<file path="src/pfs_pkg.sv">
// pfs_pkg: shared constants, codes and control structs of the page frame free stack
// used by pfs_ctrl, pfs_dp and page_frame_free_stack_top; depends on nothing
`default_nettype none

package pfs_pkg;

  // default sizes
  localparam int unsigned STORE_DEPTH_DEF = 1024;
  localparam int unsigned PAGE_BYTES_DEF  = 4096;

  // field widths
  localparam int unsigned ADDR_W   = 32;
  localparam int unsigned PCOUNT_W = 21;
  localparam int unsigned STATUS_W = 2;
  localparam int unsigned PADDR_W  = 3;

  // opcodes
  localparam logic OP_ALLOC = 1'b0;
  localparam logic OP_FREE  = 1'b1;

  // result status codes
  localparam logic [STATUS_W-1:0] ST_OK    = 2'd0;
  localparam logic [STATUS_W-1:0] ST_EMPTY = 2'd1;
  localparam logic [STATUS_W-1:0] ST_FULL  = 2'd2;

  // register index (word address bit of paddr)
  localparam logic REG_KSTART = 1'b0;
  localparam logic REG_KEND   = 1'b1;

  // register reset values
  localparam logic [ADDR_W-1:0] KSTART_RST = 32'h0010_0000;
  localparam logic [ADDR_W-1:0] KEND_RST   = 32'h0040_0000;

  // controller states, one-hot
  typedef enum logic [3:0] {
    S_IDLE  = 4'b0001,
    S_ALLOC = 4'b0010,
    S_FREE  = 4'b0100,
    S_RESP  = 4'b1000
  } state_e;

  // controller to datapath
  typedef struct packed {
    logic load;   // capture a new item
    logic pop;    // allocate: pop one entry or flag empty
    logic step;   // free: handle one page of the walk
  } cmd_t;

  // datapath to controller
  typedef struct packed {
    logic walk_done;  // no pages left in the walk
  } stat_t;

endpackage

`default_nettype wire

</file>
<file path="src/pfs_ctrl.sv">
// pfs_ctrl: controller state machine of the page frame free stack
// depends on pfs_pkg (state enum, command and status structs)
`default_nettype none

module pfs_ctrl (
  input  wire logic          clk_i,
  input  wire logic          rst_ni,
  input  wire logic          start_i,
  input  wire logic          opcode_i,
  input  pfs_pkg::stat_t     stat_i,
  output pfs_pkg::cmd_t      cmd_o,
  output logic               busy_o,
  output logic               done_o
);

  pfs_pkg::state_e state_q, state_d;
  logic            accept;

  // a new item may enter from idle or while the last result is shown
  assign busy_o = !(state_q == pfs_pkg::S_IDLE || state_q == pfs_pkg::S_RESP);
  assign done_o = (state_q == pfs_pkg::S_RESP);
  assign accept = start_i && !busy_o;

  always_comb begin
    state_d    = state_q;
    cmd_o      = '0;
    cmd_o.load = accept;
    case (state_q)
      pfs_pkg::S_IDLE, pfs_pkg::S_RESP: begin
        if (accept) begin
          state_d = (opcode_i == pfs_pkg::OP_FREE) ? pfs_pkg::S_FREE : pfs_pkg::S_ALLOC;
        end else begin
          state_d = pfs_pkg::S_IDLE;
        end
      end
      pfs_pkg::S_ALLOC: begin
        cmd_o.pop = 1'b1;
        state_d   = pfs_pkg::S_RESP;
      end
      pfs_pkg::S_FREE: begin
        if (stat_i.walk_done) begin
          state_d = pfs_pkg::S_RESP;
        end else begin
          cmd_o.step = 1'b1;
        end
      end
      default: begin
        state_d = pfs_pkg::S_IDLE;
      end
    endcase
  end

  always_ff @(posedge clk_i or negedge rst_ni) begin
    if (!rst_ni) begin
      state_q <= pfs_pkg::S_IDLE;
    end else begin
      state_q <= state_d;
    end
  end

endmodule

`default_nettype wire

</file>
<file path="config.mk">
export PLATFORM = sky130hd
export DESIGN_NAME = pfs_ctrl
export DESIGN_NICKNAME = d
export VERILOG_FILES = /design/src/pfs_pkg.sv /design/src/pfs_ctrl.sv
export SDC_FILE = /design/constraint.sdc
export NUM_CORES = 1
export LEC_CHECK = 0
export BUFFER_PORTS_ARGS = -buffer_cell sky130_fd_sc_hd__buf_2
export CORE_AREA = 3 3 40 42
export DETAILED_ROUTE_END_ITERATION = 8
export DIE_AREA = 0 0 43 45
export GPL_TIMING_DRIVEN = 1
export PLACE_DENSITY = 0.42
export REMOVE_ABC_BUFFERS = 1
export SLEW_MARGIN = 10
export SYNTH_ARGS = -nofsm -noshare
export SYNTH_HDL_FRONTEND = slang
export SYNTH_SLANG_ARGS = --single-unit
</file>
<file path="constraint.sdc">
create_clock -name clk_i -period 1.4 [get_ports clk_i]
set_input_delay 0.28 -clock clk_i [delete_from_list [all_inputs] [get_ports clk_i]]
set_output_delay 0.28 -clock clk_i [all_outputs]
set_load 0.005 [all_outputs]
</file>
==> qor.log <==
INFO  outcome        run_status=complete, but fails checks
INFO  outcome        failed_checks=negative setup slack
INFO  finish         final_common_cell=sky130_fd_sc_hd__buf_2
INFO  worst_setup_path highest_net_fanout_along_the_worst_path=2
INFO  sta            maxClockFrequency=602MHz
INFO  finish         max_flop_register=state_q
INFO  min_path       number_of_stages_on_the_worst_hold_path=2
INFO  clocking       insertion_delay=0.23ns
INFO  grt            grt_pass1_wl=1060um
INFO  floorplan      fp.dieW=43um
INFO  finish         layout_common_cells=sky130_fd_sc_hd__buf_2 (9), sky130_fd_sc_hd__buf_4 (6), sky130_fd_sc_hd__clkbuf_4 (3), sky130_fd_sc_hd__buf_6 (3), sky130_fd_sc_hd__dfrtp_1 (3)
INFO  sta            clock-skew-final=0.00673ns
INFO  sta            finalHoldViolations=0
INFO  grt            grt_antenna_before_repair=0
INFO  logic_synthesis syn_std_cell_area=254um2
INFO  worst_setup_path timing.critical_path.arrival=1.38ns
INFO  route          via_density_per_instance=4.31
INFO  worst_setup_path regToRegEndpoint=state_q[2]
INFO  power          power.ir.vdd_worst=0.000629V
INFO  worst_setup_path r2r.worst_path.cells=4
INFO  worst_setup_path criticalPathCategory=reg2out
INFO  grt            total_track_usage=7.86%
INFO  clocking       tritoncts.num_buffers=3
INFO  sta            maxSlewHeadroom=85.4%
INFO  worst_setup_path critPathMaxStageDelay=0.56ns
INFO  floorplan      core-area=0.00128mm2
INFO  worst_setup_path cp-start-kind=flip-flop
INFO  logic_synthesis postSynthAreaPerCell=11.5um2
INFO  clocking       htree_num_levels=1
INFO  grt            globalRouteOverflowTotal=0
INFO  power          power-per-cell-area=1600mW/mm2
INFO  route          drt_iter0_drc=0
INFO  logic_synthesis yosys.cell_types.count=19
INFO  sta            worstMarginPinSlew=0.217ns
INFO  clocking       clk_path_buf_depth=2
INFO  route          residual_drc=0
INFO  worst_setup_path crit_path_cell_trace=or4b_4 > nor2_4 > buf_2
INFO  route          drt-pass1-iter-count=1
INFO  route          wirelength_routed=653um
INFO  worst_setup_path critical_path.endpoint_type=primary output
INFO  min_path       whs_endpoint=state_q[1]
INFO  min_path       worstHoldPathType=in2reg
INFO  place          hpwlAfterDp=436um
INFO  finish         max_ffs_per_register=4
INFO  finish         diodes=0
INFO  finish         finish.instance_area=459um2
INFO  finish         finish.net_count=49
INFO  finish         layout_top_registers=state_q (4)
INFO  flow_run       maxCapViolations=0
INFO  grt            first_global_vias=253
INFO  clocking       clkTransAtPathRegs=0.04ns
INFO  finish         filler_cell_count=140
INFO  worst_setup_path r2r_start=state_q[3]
INFO  worst_setup_path reg2reg_setup_slack=0.14ns
INFO  sta            finalSetupViolCount=4
INFO  floorplan      std_cell_rows=13
INFO  floorplan      floorplan.initialDensity=19.8%
INFO  power          total_power=0.000733W
INFO  floorplan      die_y=45um
INFO  clocking       clock_tree.root_cell=sky130_fd_sc_hd__clkbuf_4
INFO  sta            fin_crit=1.66ns
INFO  clocking       tritoncts_num_sinks=4
INFO  route          postRouteAntennaNets=0
INFO  worst_setup_path worst-endpoint-required=1.12ns
INFO  finish         area_growth_syn_to_layout=80.8%
INFO  route          detail_route.wl_per_cell=11.3um
INFO  power          power_leakage=0.224nW
INFO  floorplan      ios=10
INFO  sta            final_min_period_over_clock_period=119%
INFO  finish         drive_gt1_share=69.8%
INFO  route          vias=250
INFO  sta            rsz0062_at_grt=yes
INFO  logic_synthesis synth-seq-area-share=39.9%
INFO  min_path       hp-start=opcode_i
INFO  sta            post-route-worst-setup-slack=-0.261ns
INFO  logic_synthesis synthCells=22
INFO  logic_synthesis yosys_warnings=0
INFO  grt            grt_max_degree=8
INFO  clocking       tritoncts=yes
INFO  place          gp_routability_congestion=0.690
INFO  floorplan      fp.dieArea=0.00194mm2
INFO  sta            finalMaxSlewViolations=0
INFO  place          placed_area=344um2
INFO  worst_setup_path critical-path-slowest-cell=sky130_fd_sc_hd__or4b_4
INFO  place          port-buffer-count=9
INFO  logic_synthesis post_synthesis_sequential_element_count=4
[critical path, delay by kind of cell, from the launching register on]
kind                   cells  cell delay [ns]
AND/OR/NAND/NOR            2             0.67
flip-flops                 1             0.36
buffers and inverters      1             0.12
[cell usage after synthesis]
cell type | count | area, um2
sky130_fd_sc_hd__nand4bb_1 | 1 | 11.3
sky130_fd_sc_hd__or4b_4 | 1 | 13.8
sky130_fd_sc_hd__nand3b_1 | 1 | 7.51
sky130_fd_sc_hd__nor2_2 | 1 | 6.26
sky130_fd_sc_hd__a211oi_1 | 1 | 7.51
sky130_fd_sc_hd__nor3b_2 | 1 | 12.5
sky130_fd_sc_hd__dfrtp_1 | 3 | 75.1
sky130_fd_sc_hd__buf_6 | 1 | 11.3
sky130_fd_sc_hd__nor2b_1 | 2 | 12.5
sky130_fd_sc_hd__nor4b_1 | 1 | 8.76
sky130_fd_sc_hd__or3_1 | 1 | 6.26
sky130_fd_sc_hd__nor3_1 | 1 | 5.00
sky130_fd_sc_hd__nand2b_1 | 1 | 6.26
sky130_fd_sc_hd__a21o_1 | 1 | 7.51
sky130_fd_sc_hd__buf_4 | 1 | 7.51
sky130_fd_sc_hd__dfstp_2 | 1 | 26.3
sky130_fd_sc_hd__mux2i_1 | 1 | 10.0
sky130_fd_sc_hd__xnor2_1 | 1 | 8.76
sky130_fd_sc_hd__o311a_1 | 1 | 10.0
[power breakdown]
group / internal [W] / total (W) / switching (W)
registers: 0.000158 / 0.000188 / 0.0000303
logic: 0.000235 / 0.000394 / 0.000159
clock network: 0.000107 / 0.000152 / 0.0000450
total: 0.000499 / 0.000733 / 0.000234
[timing repair]
action,4_1_cts,5_1_grt
cloned,0,0
hold endpoints to repair,3,0
endpoints found under the setup margin,5,5
resized for setup,10,1
setup buffers,2,1
hold buffers,1,0
pin swaps,2,1
[cell type report]
type	count	area, um2	area share [%]
multi-input cells	16	179	39.0
repair buffers	19	134	29.2
flip-flops and latches	4	101	22.1
clock buffers	4	26.3	5.72
well taps	15	18.8	4.09
[how the worst max path moves through the flow]
stage / startpoint / end / slack [ns] / cells past startpoint
2_1_floorplan: state_q[3] / cmd_o[0] / 0.04 / 2
3_3_place_gp: state_q[3] / cmd_o[0] / -0.03 / 3
3_5_place_dp: state_q[3] / cmd_o[0] / -0.02 / 3
4_1_cts: state_q[3] / cmd_o[0] / -0.26 / 3
5_1_grt: state_q[3] / cmd_o[0] / -0.31 / 3
6_report: state_q[3] / cmd_o[0] / -0.26 / 3
[layer usage]
metal  share of wire, %  wire, um  GRT usage [%]  vias up
met1                 40       259           7.07      119
met4                  0         0           7.23        0
met2                 53       344           14.4        8
met5                  0         0              0        -
li1                   -         -              -      123
met3                7.5        49           1.99        0
[cell families after synthesis]
| kind of cell | synth area share [%] |
|---|---|
| AO/OA/AOI/OAI | 9.85 |
| XOR/XNOR | 3.45 |
| buffers and inverters | 7.39 |
| flip-flops | 39.9 |
| multiplexers | 3.94 |
| AND/OR/NAND/NOR | 35.5 |
[stage by stage]
stage | worst slack, ns | hold WS, ns | std cells | TNS [ns] | utilization (%)
floorplan | 0.0386 | -0.0156 | 20 | 0 | -
global placement | -0.0316 | 0.0850 | 50 | -0.0316 | 26.8
detailed placement | -0.0215 | 0.0868 | 50 | -0.0215 | 26.8
CTS | -0.264 | 0.207 | 57 | -0.738 | 34.9
global route | -0.314 | 0.210 | 58 | -0.927 | 35.7
finish | -0.261 | 0.218 | 58 | -0.635 | 35.7
(Power assumes the default switching activity.)
